[config.mk]
export PLATFORM = sky130hd
export DESIGN_NAME = motorized_pot_servo_controller_unit
export DESIGN_NICKNAME = d
export VERILOG_FILES = /design/src/rtl/mpsc_pkg.sv /design/src/rtl/mpsc_csr.sv /design/src/rtl/mpsc_div.sv /design/src/rtl/motorized_pot_servo_controller_unit.sv
export SDC_FILE = /design/constraint.sdc
export NUM_CORES = 2
export LEC_CHECK = 0
export ABC_CLOCK_PERIOD_IN_PS = 17400
export BUFFER_PORTS_ARGS = -buffer_cell sky130_fd_sc_hd__buf_2
export CAP_MARGIN = 20
export CORE_MARGIN = 5
export CORE_UTILIZATION = 45
export DETAILED_ROUTE_END_ITERATION = 16
export PLACE_DENSITY = 0.64
export SLEW_MARGIN = 0
export SYNTH_ARGS = -nofsm -noshare
export SYNTH_HDL_FRONTEND = slang
export SYNTH_HIERARCHICAL = 1
export SYNTH_SLANG_ARGS = --single-unit
[constraint.sdc]
create_clock -name clock -period 17.4 [get_ports clock]
set_input_delay 1.74 -clock clock [delete_from_list [all_inputs] [get_ports clock]]
set_output_delay 1.74 -clock clock [all_outputs]
set_load 0.02 [all_outputs]
[src/rtl/mpsc_pkg.sv]
package mpsc_pkg;

   localparam logic [15:0] SCALE_MIN_POS        = 16'd128;
   localparam logic [15:0] SCALE_MAX_POS        = 16'd65407;
   localparam logic [15:0] TAKEOVER_COUNTS      = 16'd64;
   localparam logic [15:0] MOTION_TIMEOUT       = 16'd2000;
   localparam logic [15:0] REVERSAL_COAST_TICKS = 16'd5;
   localparam logic [9:0]  DUTY_FULL            = 10'd1000;

   localparam int DIVIDEND_W = 26;
   localparam int STEP_W     = $clog2(DIVIDEND_W);

   typedef enum logic [1:0] {
      DRV_COAST = 2'd0,
      DRV_UP    = 2'd1,
      DRV_DOWN  = 2'd2
   } drive_type;

   localparam logic [4:0] F_CONFIG  = 5'b00001;
   localparam logic [4:0] F_SENSOR  = 5'b00010;
   localparam logic [4:0] F_DRIVER  = 5'b00100;
   localparam logic [4:0] F_STALL   = 5'b01000;
   localparam logic [4:0] F_TIMEOUT = 5'b10000;

   typedef enum logic [2:0] {
      REG_SOFT_MIN      = 3'd0,
      REG_SOFT_MAX      = 3'd1,
      REG_DEADBAND      = 3'd2,
      REG_APPROACH_SPAN = 3'd3,
      REG_MIN_DUTY      = 3'd4,
      REG_MAX_DUTY      = 3'd5,
      REG_CURRENT_LIMIT = 3'd6,
      REG_STALL_LIMIT   = 3'd7
   } csr_index_type;

   typedef struct packed {
      logic [15:0] lo_limit_pos;
      logic [15:0] hi_limit_pos;
      logic [15:0] deadband;
      logic [15:0] approach_span;
      logic [9:0]  min_duty;
      logic [9:0]  max_duty;
      logic [15:0] current_limit;
      logic [15:0] stall_limit;
   } cfg_type;

   function automatic logic [15:0] clamp_pos(input cfg_type cfg, input logic [15:0] p);
      logic [15:0] r;
      if (p < cfg.lo_limit_pos) r = cfg.lo_limit_pos;
      else if (p > cfg.hi_limit_pos) r = cfg.hi_limit_pos;
      else r = p;
      return r;
   endfunction

   function automatic logic [15:0] abs_diff(input logic [15:0] a, input logic [15:0] b);
      return (a >= b) ? (a - b) : (b - a);
   endfunction

   function automatic logic sensor_ok(input logic [15:0] p);
      return (p >= SCALE_MIN_POS) && (p <= SCALE_MAX_POS);
   endfunction

   function automatic logic regs_ok(input cfg_type cfg);
      return (SCALE_MIN_POS < cfg.lo_limit_pos)
         && (cfg.lo_limit_pos < cfg.hi_limit_pos)
         && (cfg.hi_limit_pos < SCALE_MAX_POS)
         && (cfg.deadband != 16'd0)
         && (cfg.approach_span > cfg.deadband)
         && (TAKEOVER_COUNTS > cfg.deadband)
         && (cfg.min_duty != 10'd0)
         && (cfg.min_duty <= cfg.max_duty)
         && (cfg.max_duty <= DUTY_FULL)
         && (cfg.current_limit != 16'd0)
         && (cfg.stall_limit != 16'd0)
         && (MOTION_TIMEOUT > cfg.stall_limit);
   endfunction

endpackage

[src/rtl/mpsc_csr.sv]
module mpsc_csr (
   input  logic             clock,
   input  logic             reset,
   input  logic             csr_valid,
   output logic             csr_ready,
   input  logic [2:0]       csr_index,
   input  logic [15:0]      csr_data,
   output mpsc_pkg::cfg_type cfg
);
   import mpsc_pkg::*;

   cfg_type cfg_ff;

   assign csr_ready = 1'b1;
   assign cfg       = cfg_ff;

   always_ff @(posedge clock) begin
      if (reset) begin
         cfg_ff.lo_limit_pos      <= 16'd256;
         cfg_ff.hi_limit_pos      <= 16'd65279;
         cfg_ff.deadband          <= 16'd8;
         cfg_ff.approach_span     <= 16'd512;
         cfg_ff.min_duty          <= 10'd200;
         cfg_ff.max_duty          <= 10'd1000;
         cfg_ff.current_limit     <= 16'd500;
         cfg_ff.stall_limit       <= 16'd20;
      end else if (csr_valid) begin
         unique case (csr_index_type'(csr_index))
            REG_SOFT_MIN:      cfg_ff.lo_limit_pos      <= csr_data;
            REG_SOFT_MAX:      cfg_ff.hi_limit_pos      <= csr_data;
            REG_DEADBAND:      cfg_ff.deadband          <= csr_data;
            REG_APPROACH_SPAN: cfg_ff.approach_span     <= csr_data;
            REG_MIN_DUTY:      cfg_ff.min_duty          <= csr_data[9:0];
            REG_MAX_DUTY:      cfg_ff.max_duty          <= csr_data[9:0];
            REG_CURRENT_LIMIT: cfg_ff.current_limit     <= csr_data;
            REG_STALL_LIMIT:   cfg_ff.stall_limit       <= csr_data;
            default: ;
         endcase
      end
   end

endmodule

[src/rtl/mpsc_div.sv]
module mpsc_div (
   input  logic                              clock,
   input  logic                              reset,
   input  logic                              start,
   input  logic [mpsc_pkg::DIVIDEND_W-1:0]   dividend,
   input  logic [15:0]                       divisor,
   output logic                              done,
   output logic [9:0]                        quotient
);
   import mpsc_pkg::*;

   logic                  busy_ff;
   logic                  done_ff;
   logic [STEP_W-1:0]     cnt_ff;
   logic [DIVIDEND_W-1:0] quo_ff;
   logic [15:0]           rem_ff;
   logic [16:0]           trial;
   logic                  fits;

   // restoring division, one quotient bit per cycle
   assign trial    = {rem_ff, quo_ff[DIVIDEND_W-1]};
   assign fits     = trial >= {1'b0, divisor};
   assign done     = done_ff;
   assign quotient = quo_ff[9:0];

   always_ff @(posedge clock) begin
      if (reset) begin
         busy_ff <= 1'b0;
         done_ff <= 1'b0;
      end else if (start) begin
         busy_ff <= 1'b1;
         done_ff <= 1'b0;
      end else if (busy_ff) begin
         if (cnt_ff == '0) begin
            busy_ff <= 1'b0;
            done_ff <= 1'b1;
         end
      end else begin
         done_ff <= 1'b0;
      end
   end

   always_ff @(posedge clock) begin
      if (start) begin
         quo_ff <= dividend;
         rem_ff <= 16'd0;
         cnt_ff <= STEP_W'(DIVIDEND_W - 1);
      end else if (busy_ff) begin
         rem_ff <= fits ? 16'(trial - {1'b0, divisor}) : trial[15:0];
         quo_ff <= {quo_ff[DIVIDEND_W-2:0], fits};
         cnt_ff <= cnt_ff - STEP_W'(1);
      end
   end

   a_start_idle: assert property (@(posedge clock) disable iff (reset)
      start |-> !busy_ff) else $error("divider restarted while busy");
   a_last_step_done: assert property (@(posedge clock) disable iff (reset)
      (busy_ff && !start && cnt_ff == '0) |=> done_ff) else $error("divider missed done");
   a_done_pulse: assert property (@(posedge clock) disable iff (reset)
      done_ff |=> !done_ff) else $error("done held over two cycles");

endmodule

[src/rtl/motorized_pot_servo_controller_unit.sv]
// Motorized potentiometer servo controller.
// Input channel req_*: one item per control tick (req_action 0) or an
// initialise (req_action 1). An item is taken when req_valid is high and
// req_stall low; req_stall is high from the cycle after acceptance until
// the item's result has been loaded into the output register.
// Result channel rsp_*: exactly one result per item, held in an output
// register until taken (rsp_valid high, rsp_stall low). A waiting result
// does not block the next item; only a second finished result waits for it.
// Without a duty ramp an item passes ST_EVAL and then ST_OUT; when the
// duty ramp is needed it waits in ST_DIV between them. The ramp quotient
// comes from a restoring divider giving one quotient bit per cycle over a
// 26-bit dividend. A new item is taken only once the last result is in
// the output register, and ST_OUT can wait while a result is not taken.
// csr_*: register writes, always ready, index = register number 0 to 7.
// Reset (synchronous, active high) restores register defaults, clears the
// servo state (unconfigured, no faults, coast) and empties the output.
module motorized_pot_servo_controller_unit (
   input  logic        clock,
   input  logic        reset,
   input  logic        req_valid,
   output logic        req_stall,
   input  logic        req_action,
   input  logic [15:0] req_measured_position,
   input  logic        req_new_target,
   input  logic [15:0] req_commanded_target,
   input  logic [15:0] req_motor_current,
   input  logic        req_drv_fault,
   input  logic        req_clear_request,
   input  logic        req_manual_override,
   output logic        rsp_valid,
   input  logic        rsp_stall,
   output logic [1:0]  rsp_drive,
   output logic [9:0]  rsp_duty,
   output logic [15:0] rsp_target_now,
   output logic [4:0]  rsp_faults,
   output logic [31:0] rsp_motor_ticks,
   output logic        rsp_moving,
   output logic        rsp_target_moved,
   input  logic        csr_valid,
   output logic        csr_ready,
   input  logic [2:0]  csr_index,
   input  logic [15:0] csr_data
);
   import mpsc_pkg::*;

   typedef enum logic [1:0] {ST_IDLE, ST_EVAL, ST_DIV, ST_OUT} state_type;

   cfg_type   cfg;
   state_type state_ff;

   logic        in_action_ff, in_tvalid_ff, in_dfault_ff, in_clr_ff, in_manual_ff;
   logic [15:0] in_pos_ff, in_cmd_ff, in_cur_ff;

   logic        configured_ff, configured_in;
   logic [15:0] held_target_ff, held_target_in;
   drive_type   drive_ff, drive_in;
   logic [4:0]  fault_ff, fault_in;
   logic [15:0] motion_ff, motion_in;
   logic [15:0] overcur_ff, overcur_in;
   logic [15:0] rev_wait_ff, rev_wait_in;
   logic        pending_ff, pending_in;
   logic [31:0] total_ff, total_in;

   logic        changed, go_ramp, go_div;
   logic [15:0] err, span_err;
   logic [9:0]  ramp_span;
   logic [25:0] product;
   logic        div_done;
   logic [9:0]  div_q;

   logic        res_changed_ff;
   logic [9:0]  res_duty_ff;

   logic        rsp_valid_ff, rsp_moving_ff, rsp_changed_ff;
   logic [1:0]  rsp_drive_ff;
   logic [9:0]  rsp_duty_ff;
   logic [15:0] rsp_target_ff;
   logic [4:0]  rsp_faults_ff;
   logic [31:0] rsp_ticks_ff;
   logic        out_free;

   mpsc_csr u_csr (
      .clock     (clock),
      .reset     (reset),
      .csr_valid (csr_valid),
      .csr_ready (csr_ready),
      .csr_index (csr_index),
      .csr_data  (csr_data),
      .cfg       (cfg)
   );

   mpsc_div u_div (
      .clock    (clock),
      .reset    (reset),
      .start    (go_div),
      .dividend (product),
      .divisor  (cfg.approach_span),
      .done     (div_done),
      .quotient (div_q)
   );

   assign req_stall = state_ff != ST_IDLE;
   assign out_free  = !rsp_valid_ff || !rsp_stall;
   assign go_div    = (state_ff == ST_EVAL) && go_ramp;
   assign ramp_span = (cfg.max_duty > cfg.min_duty) ? (cfg.max_duty - cfg.min_duty) : 10'd0;
   assign product   = {16'd0, ramp_span} * {10'd0, span_err};

   always_comb begin
      logic        pos_ok, safe;
      logic [15:0] cpos, ccmd, oc_next, mot_next;
      logic [4:0]  flt_a;
      drive_type   want;

      configured_in  = configured_ff;
      held_target_in = held_target_ff;
      drive_in       = drive_ff;
      fault_in       = fault_ff;
      motion_in      = motion_ff;
      overcur_in     = overcur_ff;
      rev_wait_in    = rev_wait_ff;
      pending_in     = pending_ff;
      total_in       = total_ff;
      changed        = 1'b0;
      go_ramp        = 1'b0;
      err            = 16'd0;
      span_err       = 16'd0;

      pos_ok  = sensor_ok(in_pos_ff);
      cpos    = clamp_pos(cfg, in_pos_ff);
      ccmd    = clamp_pos(cfg, in_cmd_ff);
      safe    = pos_ok && !in_dfault_ff && (in_cur_ff <= cfg.current_limit) && !in_manual_ff;
      flt_a   = fault_ff | (pos_ok ? 5'd0 : F_SENSOR) | (in_dfault_ff ? F_DRIVER : 5'd0);
      oc_next = (in_cur_ff > cfg.current_limit)
                ? ((overcur_ff != 16'hFFFF) ? overcur_ff + 16'd1 : overcur_ff) : 16'd0;
      mot_next = (motion_ff != 16'hFFFF) ? motion_ff + 16'd1 : motion_ff;
      want     = DRV_COAST;

      if (in_action_ff) begin
         configured_in  = 1'b0;
         held_target_in = 16'd0;
         drive_in       = DRV_COAST;
         fault_in       = 5'd0;
         motion_in      = 16'd0;
         overcur_in     = 16'd0;
         rev_wait_in    = 16'd0;
         pending_in     = 1'b0;
         total_in       = 32'd0;
         if (!regs_ok(cfg)) begin
            fault_in = F_CONFIG;
         end else if (!pos_ok) begin
            fault_in = F_SENSOR;
         end else begin
            held_target_in = cpos;
            configured_in  = 1'b1;
         end
      end else if (!configured_ff) begin
         drive_in = DRV_COAST;
         fault_in = fault_ff | F_CONFIG;
      end else if (in_clr_ff) begin
         drive_in    = DRV_COAST;
         motion_in   = 16'd0;
         overcur_in  = 16'd0;
         rev_wait_in = 16'd0;
         fault_in    = flt_a;
         if (safe) begin
            fault_in       = 5'd0;
            changed        = cpos != held_target_ff;
            held_target_in = cpos;
            pending_in     = 1'b0;
         end
      end else if (flt_a != 5'd0) begin
         fault_in    = flt_a;
         drive_in    = DRV_COAST;
         motion_in   = 16'd0;
         rev_wait_in = 16'd0;
      end else if (in_manual_ff) begin
         changed        = cpos != held_target_ff;
         held_target_in = cpos;
         pending_in     = 1'b0;
         drive_in       = DRV_COAST;
         motion_in      = 16'd0;
         overcur_in     = 16'd0;
         rev_wait_in    = 16'd0;
      end else begin
         if (in_tvalid_ff) begin
            changed        = ccmd != held_target_ff;
            held_target_in = ccmd;
            pending_in     = 1'b1;
         end else if (drive_ff == DRV_COAST && rev_wait_ff == 16'd0 && !pending_ff
                      && abs_diff(in_pos_ff, held_target_ff) >= TAKEOVER_COUNTS) begin
            changed        = cpos != held_target_ff;
            held_target_in = cpos;
            pending_in     = 1'b0;
         end
         err  = abs_diff(in_pos_ff, held_target_in);
         want = (held_target_in > in_pos_ff) ? DRV_UP : DRV_DOWN;
         if (err <= cfg.deadband) begin
            drive_in    = DRV_COAST;
            motion_in   = 16'd0;
            overcur_in  = 16'd0;
            rev_wait_in = 16'd0;
            pending_in  = 1'b0;
         end else if (rev_wait_ff != 16'd0) begin
            rev_wait_in = rev_wait_ff - 16'd1;
            drive_in    = DRV_COAST;
         end else if (drive_ff != DRV_COAST && drive_ff != want) begin
            drive_in    = DRV_COAST;
            rev_wait_in = REVERSAL_COAST_TICKS;
         end else begin
            overcur_in = oc_next;
            if (oc_next >= cfg.stall_limit) begin
               fault_in    = fault_ff | F_STALL;
               drive_in    = DRV_COAST;
               motion_in   = 16'd0;
               rev_wait_in = 16'd0;
            end else begin
               motion_in = mot_next;
               if (mot_next >= MOTION_TIMEOUT) begin
                  fault_in    = fault_ff | F_TIMEOUT;
                  drive_in    = DRV_COAST;
                  rev_wait_in = 16'd0;
               end else begin
                  drive_in = want;
                  total_in = (total_ff != 32'hFFFF_FFFF) ? total_ff + 32'd1 : total_ff;
                  go_ramp  = err < cfg.approach_span;
                  span_err = err;
               end
            end
         end
      end
   end

   always_ff @(posedge clock) begin
      if (req_valid && !req_stall) begin
         in_action_ff <= req_action;
         in_pos_ff    <= req_measured_position;
         in_tvalid_ff <= req_new_target;
         in_cmd_ff    <= req_commanded_target;
         in_cur_ff    <= req_motor_current;
         in_dfault_ff <= req_drv_fault;
         in_clr_ff    <= req_clear_request;
         in_manual_ff <= req_manual_override;
      end
   end

   always_ff @(posedge clock) begin
      if (reset) begin
         state_ff       <= ST_IDLE;
         configured_ff  <= 1'b0;
         held_target_ff <= 16'd0;
         drive_ff       <= DRV_COAST;
         fault_ff       <= 5'd0;
         motion_ff      <= 16'd0;
         overcur_ff     <= 16'd0;
         rev_wait_ff    <= 16'd0;
         pending_ff     <= 1'b0;
         total_ff       <= 32'd0;
         rsp_valid_ff   <= 1'b0;
      end else begin
         if (state_ff == ST_OUT && out_free) rsp_valid_ff <= 1'b1;
         else if (rsp_valid_ff && !rsp_stall) rsp_valid_ff <= 1'b0;
         unique case (state_ff)
            ST_IDLE: begin
               if (req_valid) state_ff <= ST_EVAL;
            end
            ST_EVAL: begin
               configured_ff  <= configured_in;
               held_target_ff <= held_target_in;
               drive_ff       <= drive_in;
               fault_ff       <= fault_in;
               motion_ff      <= motion_in;
               overcur_ff     <= overcur_in;
               rev_wait_ff    <= rev_wait_in;
               pending_ff     <= pending_in;
               total_ff       <= total_in;
               res_changed_ff <= changed;
               res_duty_ff    <= (drive_in == DRV_COAST) ? 10'd0 : cfg.max_duty;
               state_ff       <= go_ramp ? ST_DIV : ST_OUT;
            end
            ST_DIV: begin
               if (div_done) begin
                  res_duty_ff <= 10'(cfg.min_duty + div_q);
                  state_ff    <= ST_OUT;
               end
            end
            ST_OUT: begin
               if (out_free) begin
                  rsp_drive_ff   <= drive_ff;
                  rsp_moving_ff  <= drive_ff != DRV_COAST;
                  rsp_duty_ff    <= res_duty_ff;
                  rsp_target_ff  <= held_target_ff;
                  rsp_faults_ff  <= fault_ff;
                  rsp_ticks_ff   <= total_ff;
                  rsp_changed_ff <= res_changed_ff;
                  state_ff       <= ST_IDLE;
               end
            end
            default: state_ff <= ST_IDLE;
         endcase
      end
   end

   assign rsp_valid          = rsp_valid_ff;
   assign rsp_drive          = rsp_drive_ff;
   assign rsp_duty           = rsp_duty_ff;
   assign rsp_target_now     = rsp_target_ff;
   assign rsp_faults         = rsp_faults_ff;
   assign rsp_motor_ticks    = rsp_ticks_ff;
   assign rsp_moving         = rsp_moving_ff;
   assign rsp_target_moved   = rsp_changed_ff;

   a_accept_eval: assert property (@(posedge clock) disable iff (reset)
      (req_valid && !req_stall) |=> state_ff == ST_EVAL) else $error("item not evaluated");
   a_done_in_div: assert property (@(posedge clock) disable iff (reset)
      div_done |-> state_ff == ST_DIV) else $error("divider result outside ramp step");
   a_coast_no_duty: assert property (@(posedge clock) disable iff (reset)
      (rsp_valid && !rsp_moving) |-> rsp_duty == 10'd0) else $error("duty while coasting");
   a_moving_drive: assert property (@(posedge clock) disable iff (reset)
      rsp_valid |-> (rsp_moving == (rsp_drive != DRV_COAST))) else $error("moving flag mismatch");

endmodule

== Yosys cells after proc, flatten, opt, wreduce, memory -nomap -nowiden ==
Cells that the tools add are included.

* Flip-flop bits (word level): 404
* Input port bits: 77
* Output and inout bits: 70
* Word-level logic and storage cells: 347

* Add/subtract/negate cells: 12
* Multiply operators: 1
* $lt $le $gt $ge: 26
* Equal/unequal tests: 39
* Multiplexer cells: 141
* Bitwise logic cells: 5
* Reduce and logical (&&, ||, !) cells: 79

{| class="wikitable"
|+ Operators by type and width
! operator !! count
|-
| two-way mux 16 bit || 62
|-
| two-way mux 32 bit || 11
|-
| greater-than comparator 16 bit || 5
|-
| subtractor 16 bit || 5
|-
| < comparator 16 bit || 4
|-
| nonzero test 16 bit || 4
|-
| two-way mux 5 bit || 11
|-
| two-way mux 26 bit || 2
|-
| >= comparator 16 bit || 3
|-
| two-way mux 1 bit || 33
|-
| adder 16 x 1 -> 16 bit, second input constant || 2
|-
| adder 32 x 1 -> 32 bit, second input constant || 1
|-
| <= comparator 16 bit || 2
|-
| two-way mux 2 bit || 16
|-
| inequality test 16 bit || 2
|-
| inequality test 16 bit, second input constant || 2
|-
| inequality test 32 bit, second input constant || 1
|-
| two-way mux 10 bit || 3
|-
| multiplier 10 x 16 -> 26 bit || 1
|-
| logical AND 1 bit || 23
|-
| AND reduction 2 bit || 11
|-
| inequality test 2 bit, second input constant || 10
|-
| case mux 10 bit (2 select lines) || 1
|-
| >= comparator 17 x 16 -> 1 bit || 1
|-
| 54 further kinds || 87
|}

== Depth between registers and ports, before layout ==
* Depth in word-level cells: 26
* Gate-level depth with buffers: 63
* Mapped depth without buffers: 59

== Cells and area by module ==
Netlist, hierarchy kept.

{| class="wikitable"
|+ Modules (own cells, without submodules)
! module !! instances !! cells each !! area each (um^2) !! sequential area each (um^2)
|-
| motorized_pot_servo_controller_unit || 1 || 2874 || 24667.4 || 6095.8
|-
| mpsc_csr || 1 || 419 || 4530.6 || 2322.2
|-
| mpsc_div || 1 || 303 || 3069.2 || 1241.2
|}

== Worst setup path after synthesis ==
No wires, ideal clock.

* Path kind: flip-flop to flip-flop
* Start point: register in_pos_ff[7]
* End point: register u_div.quo_ff[25] (data pin)
* Library setup time: 260 ps
* Arrival: 13461 ps
* Data required time: 17140 ps
* Slack: 3679 ps
* Stages on the path, launching flop included: 62
* Path buffers: 5
* Clock period less this slack: 13721 ps
* Cell sequence: edfxtp_1 -> inv_1 -> ha_1 -> buf_2 -> a21oi_1 -> o221ai_1 -> a2111o_1 -> o22ai_2 -> mux2_1 -> xnor2_1 -> nor4b_2 -> a31oi_2 -> buf_6 -> mux2_2 -> mux2i_4 -> inv_1 -> ha_1 -> clkbuf_1 -> (+26 left out) -> fa_1 -> inv_1 -> fa_1 -> inv_1 -> fa_1 -> inv_1 -> ha_1 -> nand4_1 -> o21ai_0 -> o311a_1 -> a31oi_1 -> a31oi_1 -> nand4_1 -> a41oi_1 -> o21a_1 -> nor2_1 -> xnor2_1 -> mux2_2

* Elaborated cells between the ends (all ways): 57
* Classes of those cells: add/sub (4); mul (1); order compare (10); eq/ne (1); mux (34); bitwise (2); reduce/logical (5)

{| class="wikitable"
|+ RTL lines
! item !! line !! source
|-
| start: declaration || motorized_pot_servo_controller_unit.sv:52 || <nowiki>logic [15:0] in_pos_ff, in_cmd_ff, in_cur_ff;</nowiki>
|-
| start signal: assignment || motorized_pot_servo_controller_unit.sv:236 || <nowiki>in_pos_ff <= req_measured_position;</nowiki>
|-
| branches (longest 19 deep; another with subtractor 16 bit) || n/a ||
|-
| two-way mux 16 bit * || motorized_pot_servo_controller_unit.sv:171 || <nowiki>end else if (flt_a != 5'd0) begin</nowiki>
|-
| two-way mux 16 bit * || motorized_pot_servo_controller_unit.sv:159 || <nowiki>end else if (in_clr_ff) begin</nowiki>
|-
| two-way mux 16 bit * || motorized_pot_servo_controller_unit.sv:156 || <nowiki>end else if (!configured_ff) begin</nowiki>
|-
| two-way mux 16 bit * || motorized_pot_servo_controller_unit.sv:138 || <nowiki>if (in_action_ff) begin</nowiki>
|-
| multiplier 10 x 16 -> 26 bit * || motorized_pot_servo_controller_unit.sv:106 || <nowiki>assign product = {16'd0, ramp_span} * {10'd0, span_err};</nowiki>
|-
| named net product[25] || motorized_pot_servo_controller_unit.sv:67 || <nowiki>logic [25:0] product;</nowiki>
|-
| two-way mux 26 bit * || mpsc_div.sv:44 || <nowiki>if (start) begin</nowiki>
|-
| end signal: assignment || mpsc_div.sv:45 || <nowiki>quo_ff <= dividend;</nowiki>
|-
| end signal: assignment || mpsc_div.sv:50 || <nowiki>quo_ff <= {quo_ff[DIVIDEND_W-2:0], fits};</nowiki>
|-
| end: declaration || mpsc_div.sv:15 || <nowiki>logic [DIVIDEND_W-1:0] quo_ff;</nowiki>
|}

Mark *: on every way through the listed nets, which the timed path passes. The select of a mux whose other input is x is not followed.
A chain may end at the register's enable or synchronous reset.

== Final worst setup path ==
* Start point: register in_pos_ff[3]
* End point: register u_div.quo_ff[25] (data pin)

The elaborated chain is that of the path after synthesis.

==> reports/summary.txt <==
STATUS
--------------------------------------------------------------------------------
Outcome                                                                completed

CELLS AND AREA
--------------------------------------------------------------------------------
Layout area overhead                                                       10.6%
Layout filler cell count                                                    6702
Ratio of cells with drive above 1 in the final layout                      0.105
Nets                                                                        4208
Antenna diode instance count                                                   0

LOGIC SYNTHESIS
--------------------------------------------------------------------------------
Synth cell count leaders                                            sky130_fd_sc_hd__inv_1, sky130_fd_sc_hd__ha_1, sky130_fd_sc_hd__nand2_1
Share of async-settable or async-resettable flops after synthesis              0
Synthesis Warnings                                                             6
Fraction of synthesized cell area taken by the top area cell type          0.153
Post-Syn Area per Cell                                                8.97 sq um
Synth top area cells                                                sky130_fd_sc_hd__dfxtp_1, sky130_fd_sc_hd__edfxtp_1, sky130_fd_sc_hd__ha_1, sky130_fd_sc_hd__fa_1, sky130_fd_sc_hd__mux2i_1
FF+latch count, synth                                                        404
Proportion of synthesized chip area in sequential cells                    0.299
Post-Syn Nets                                                               4115
Largest area contributor in the netlist                             sky130_fd_sc_hd__dfxtp_1
Number of enable flip-flop cells after synthesis                             157
Number of instances in the synthesized netlist                              3596
Synth Flop Type                                                     sky130_fd_sc_hd__dfxtp_1
Synthesized area                                                     32300 sq um
Cell with the most instances after synthesis                        sky130_fd_sc_hd__inv_1
Post-synth cell types                                                        103

CLOCK NETWORK
--------------------------------------------------------------------------------
Clock transition at the registers of the reported paths                    60 ps
Number of buffers inserted during clock tree synthesis                        48
Skew-Pair Late Insertion Delay                                            610 ps
TritonCTS clock tree                                                        done
Buffers from clock root to sink, at most                                       3
H-Tree Level Count                                                             2
CTS root buffer                                                     sky130_fd_sc_hd__clkbuf_16
Hold buffer count at cts                                                       0
Clock sink count                                                             404

ROUTING
--------------------------------------------------------------------------------
Final Routed Wirelength                                                 96800 um
Final ANT Viol Nets                                                            0
TritonRoute pass-1 iters                                                      12
Routed len/inst                                                          20.7 um
Initial detailed-routing violation count                                    2690
DRC violations left                                                            0
DR vias                                                                    27000
Vias per cell                                                               5.76

WORST SETUP PATH
--------------------------------------------------------------------------------
Required @ worst endpoint                                               17740 ps
Capturing element type of the critical path                                 flop
Startpoint of the worst-slack reg-to-reg timing path                in_pos_ff[3]
Reg2Reg Capture Point                                               u_div/quo_ff[25]
Category of the most critical setup path                            flop to flop
Most frequent CP cell                                               sky130_fd_sc_hd__inv_1
R2r worst-path depth                                                          61
Worst Path Arrival                                                      16740 ps
Worst setup path end                                                u_div/quo_ff[25]
Launching element of the worst setup path                           in_pos_ff[3]
Highest fanout seen on the critical path                                      14
Flop-to-flop setup slack                                                 1010 ps
Slowest Stage Delay on Critical Path                                      540 ps
Startpoint kind of the worst setup timing path                              flop
Slowest CP cell                                                     sky130_fd_sc_hd__fa_1

STA
--------------------------------------------------------------------------------
Highest clock frequency the design can meet                             61.0 MHz
Relative slew margins                                                      0.179
Final-report setup violation count                                             0
Minimum clock period after layout                                       16390 ps
Ratio of final minimum period to clock period                              0.942
Layout Skew                                                              31.6 ps
Setup repair after global routing missed its margin                           no
Slew at the pin with the worst max-slew slack                            1230 ps
Number of pins exceeding their max-slew limit in the final report              0
Number of endpoints with negative hold slack in the final report               0
Final total negative setup slack                                            0 ps

PLACED DESIGN
--------------------------------------------------------------------------------
Count of buffers from port buffering                                         145
HPWL after detailed placement                                           74600 um
Final RePlAce weighted congestion                                          0.971

GLOBAL ROUTE
--------------------------------------------------------------------------------
Vias in the first global route                                             26000
Largest net degree at the start of global routing                             98
Initial antenna violation count                                                0
Total global routing track utilization                                     0.243
Residual overflow from global routing                                          0
First-pass GRT wire length                                             151000 um

PWR
--------------------------------------------------------------------------------
Final Total Pwr                                                          4990 uW
Max VDD drop                                                            0.123 mV
Cell Pwr Density                                                     140 nW/um^2
Leak                                                                   0.0157 uW

FLOORPLAN
--------------------------------------------------------------------------------
Die Area                                                             77200 sq um
Die Span Y                                                                278 um
Die width                                                                 278 um
Cell row count                                                                98
Starting Density                                                           0.453
Area of the placeable core                                           71200 sq um
I/O pin cnt                                                                  147

HOLD PATH
--------------------------------------------------------------------------------
Worst Hold Depth                                                               0
Path type of the worst min-delay path                               flop to flop

JOB
--------------------------------------------------------------------------------
Max-cap violation count                                                        0

routing by layer:
metal / global-route usage / wire length [um] / vias to the layer above / part of all wire
met3: 0.0393 / 7140 / 184 / 0.074
li1: - / - / 12900 / -
met5: 0 / 0 / - / 0
met2: 0.375 / 41600 / 1026 / 0.43
met4: 0.0758 / 3350 / 0 / 0.035
met1: 0.350 / 44700 / 12900 / 0.46
worst min path at each step:
| stage | start | to |
|---|---|---|
| after floorplan | res_duty_ff[0] | rsp_duty[0] |
| after global placement | res_changed_ff | rsp_target_moved |
| after detailed placement | res_duty_ff[2] | rsp_duty[2] |
| after CTS | res_duty_ff[2] | rsp_duty[2] |
| after global routing | res_duty_ff[2] | rsp_duty[2] |
| final | res_duty_ff[1] | rsp_duty[1] |
sequential cells by signal, indices dropped and copies added, names as in the netlist, 16 cells and up:
signal / flops
held_target_ff: 16
in_cmd_ff: 16
in_cur_ff: 16
in_pos_ff: 16
motion_ff: 16
overcur_ff: 16
rev_wait_ff: 16
rsp_motor_ticks: 32
rsp_target_now: 16
total_ff: 32
u_csr/cfg: 116
u_div/quo_ff: 26
u_div/rem_ff: 16
logic make-up after synthesis:
group / synth area share
AND/OR/NAND/NOR: 0.182
AO/OA/AOI/OAI: 0.144
buffers and inverters: 0.0623
adder cells (fa/ha/maj): 0.199
flip-flops: 0.299
multiplexers: 0.0781
XOR/XNOR: 0.0350
other: 0.000116
cells in the final DEF (no fill, tap or decap), drive strengths merged, types with 127 or more instances in the layout:
cell type / n
nand2: 298
inv: 363
nor2: 275
o21ai: 166
edfxtp: 157
buf: 188
nand2b: 127
a21oi: 230
dfxtp: 247
ha: 325
mux2i: 188
metrics by stage:
| stage | util | setup slack, ps | hold slack [ps] | instance area [sq um] | instances |
|---|---|---|---|---|---|
| after floorplan | - | 3680 | 400 | 32300 | 3596 |
| after global placement | 0.475 | 1350 | 408 | 33900 | 4583 |
| after detailed placement | 0.475 | 1110 | 405 | 33900 | 4584 |
| after CTS | 0.500 | 1030 | 419 | 35600 | 4674 |
| after global routing | 0.501 | 67.6 | 428 | 35700 | 4679 |
| final | 0.501 | 1010 | 417 | 35700 | 4679 |
final cells by class:
class                           count  area, sq um  share of cell area
Clock buffer                       56         1250              0.0351
Clock inverter                     34          478              0.0134
Inverter                          357         1340              0.0375
Multi-Input combinational cell   2690        20700               0.579
Sequential cell                   404         9660               0.271
Tap cell                          950         1190              0.0333
Timing Repair Buffer              188         1100              0.0308
report_power, final:
group          leakage (uW)  internal [uW]  switching, uW
clock              0.000826            646            446
combinational        0.0114            971           1760
sequential          0.00346           1080           89.1
total                0.0157           2700           2290
critical path: cells and delay by family, from the launching register on:
family                   cells  cell delay [ps]
AND/OR/NAND/NOR             15             2760
multiplexers                 4             1260
buffers and inverters       10             1250
adder cells (fa/ha/maj)     10             4150
flip-flops                   1              500
AO/OA/AOI/OAI               20             5940
XOR/XNOR                     2              250
timing repair:
item,CTS,global route
endpoints found under the setup margin,0,6
setup buffers,0,1
gates resized for setup,0,4
(Power assumes the default switching activity.)
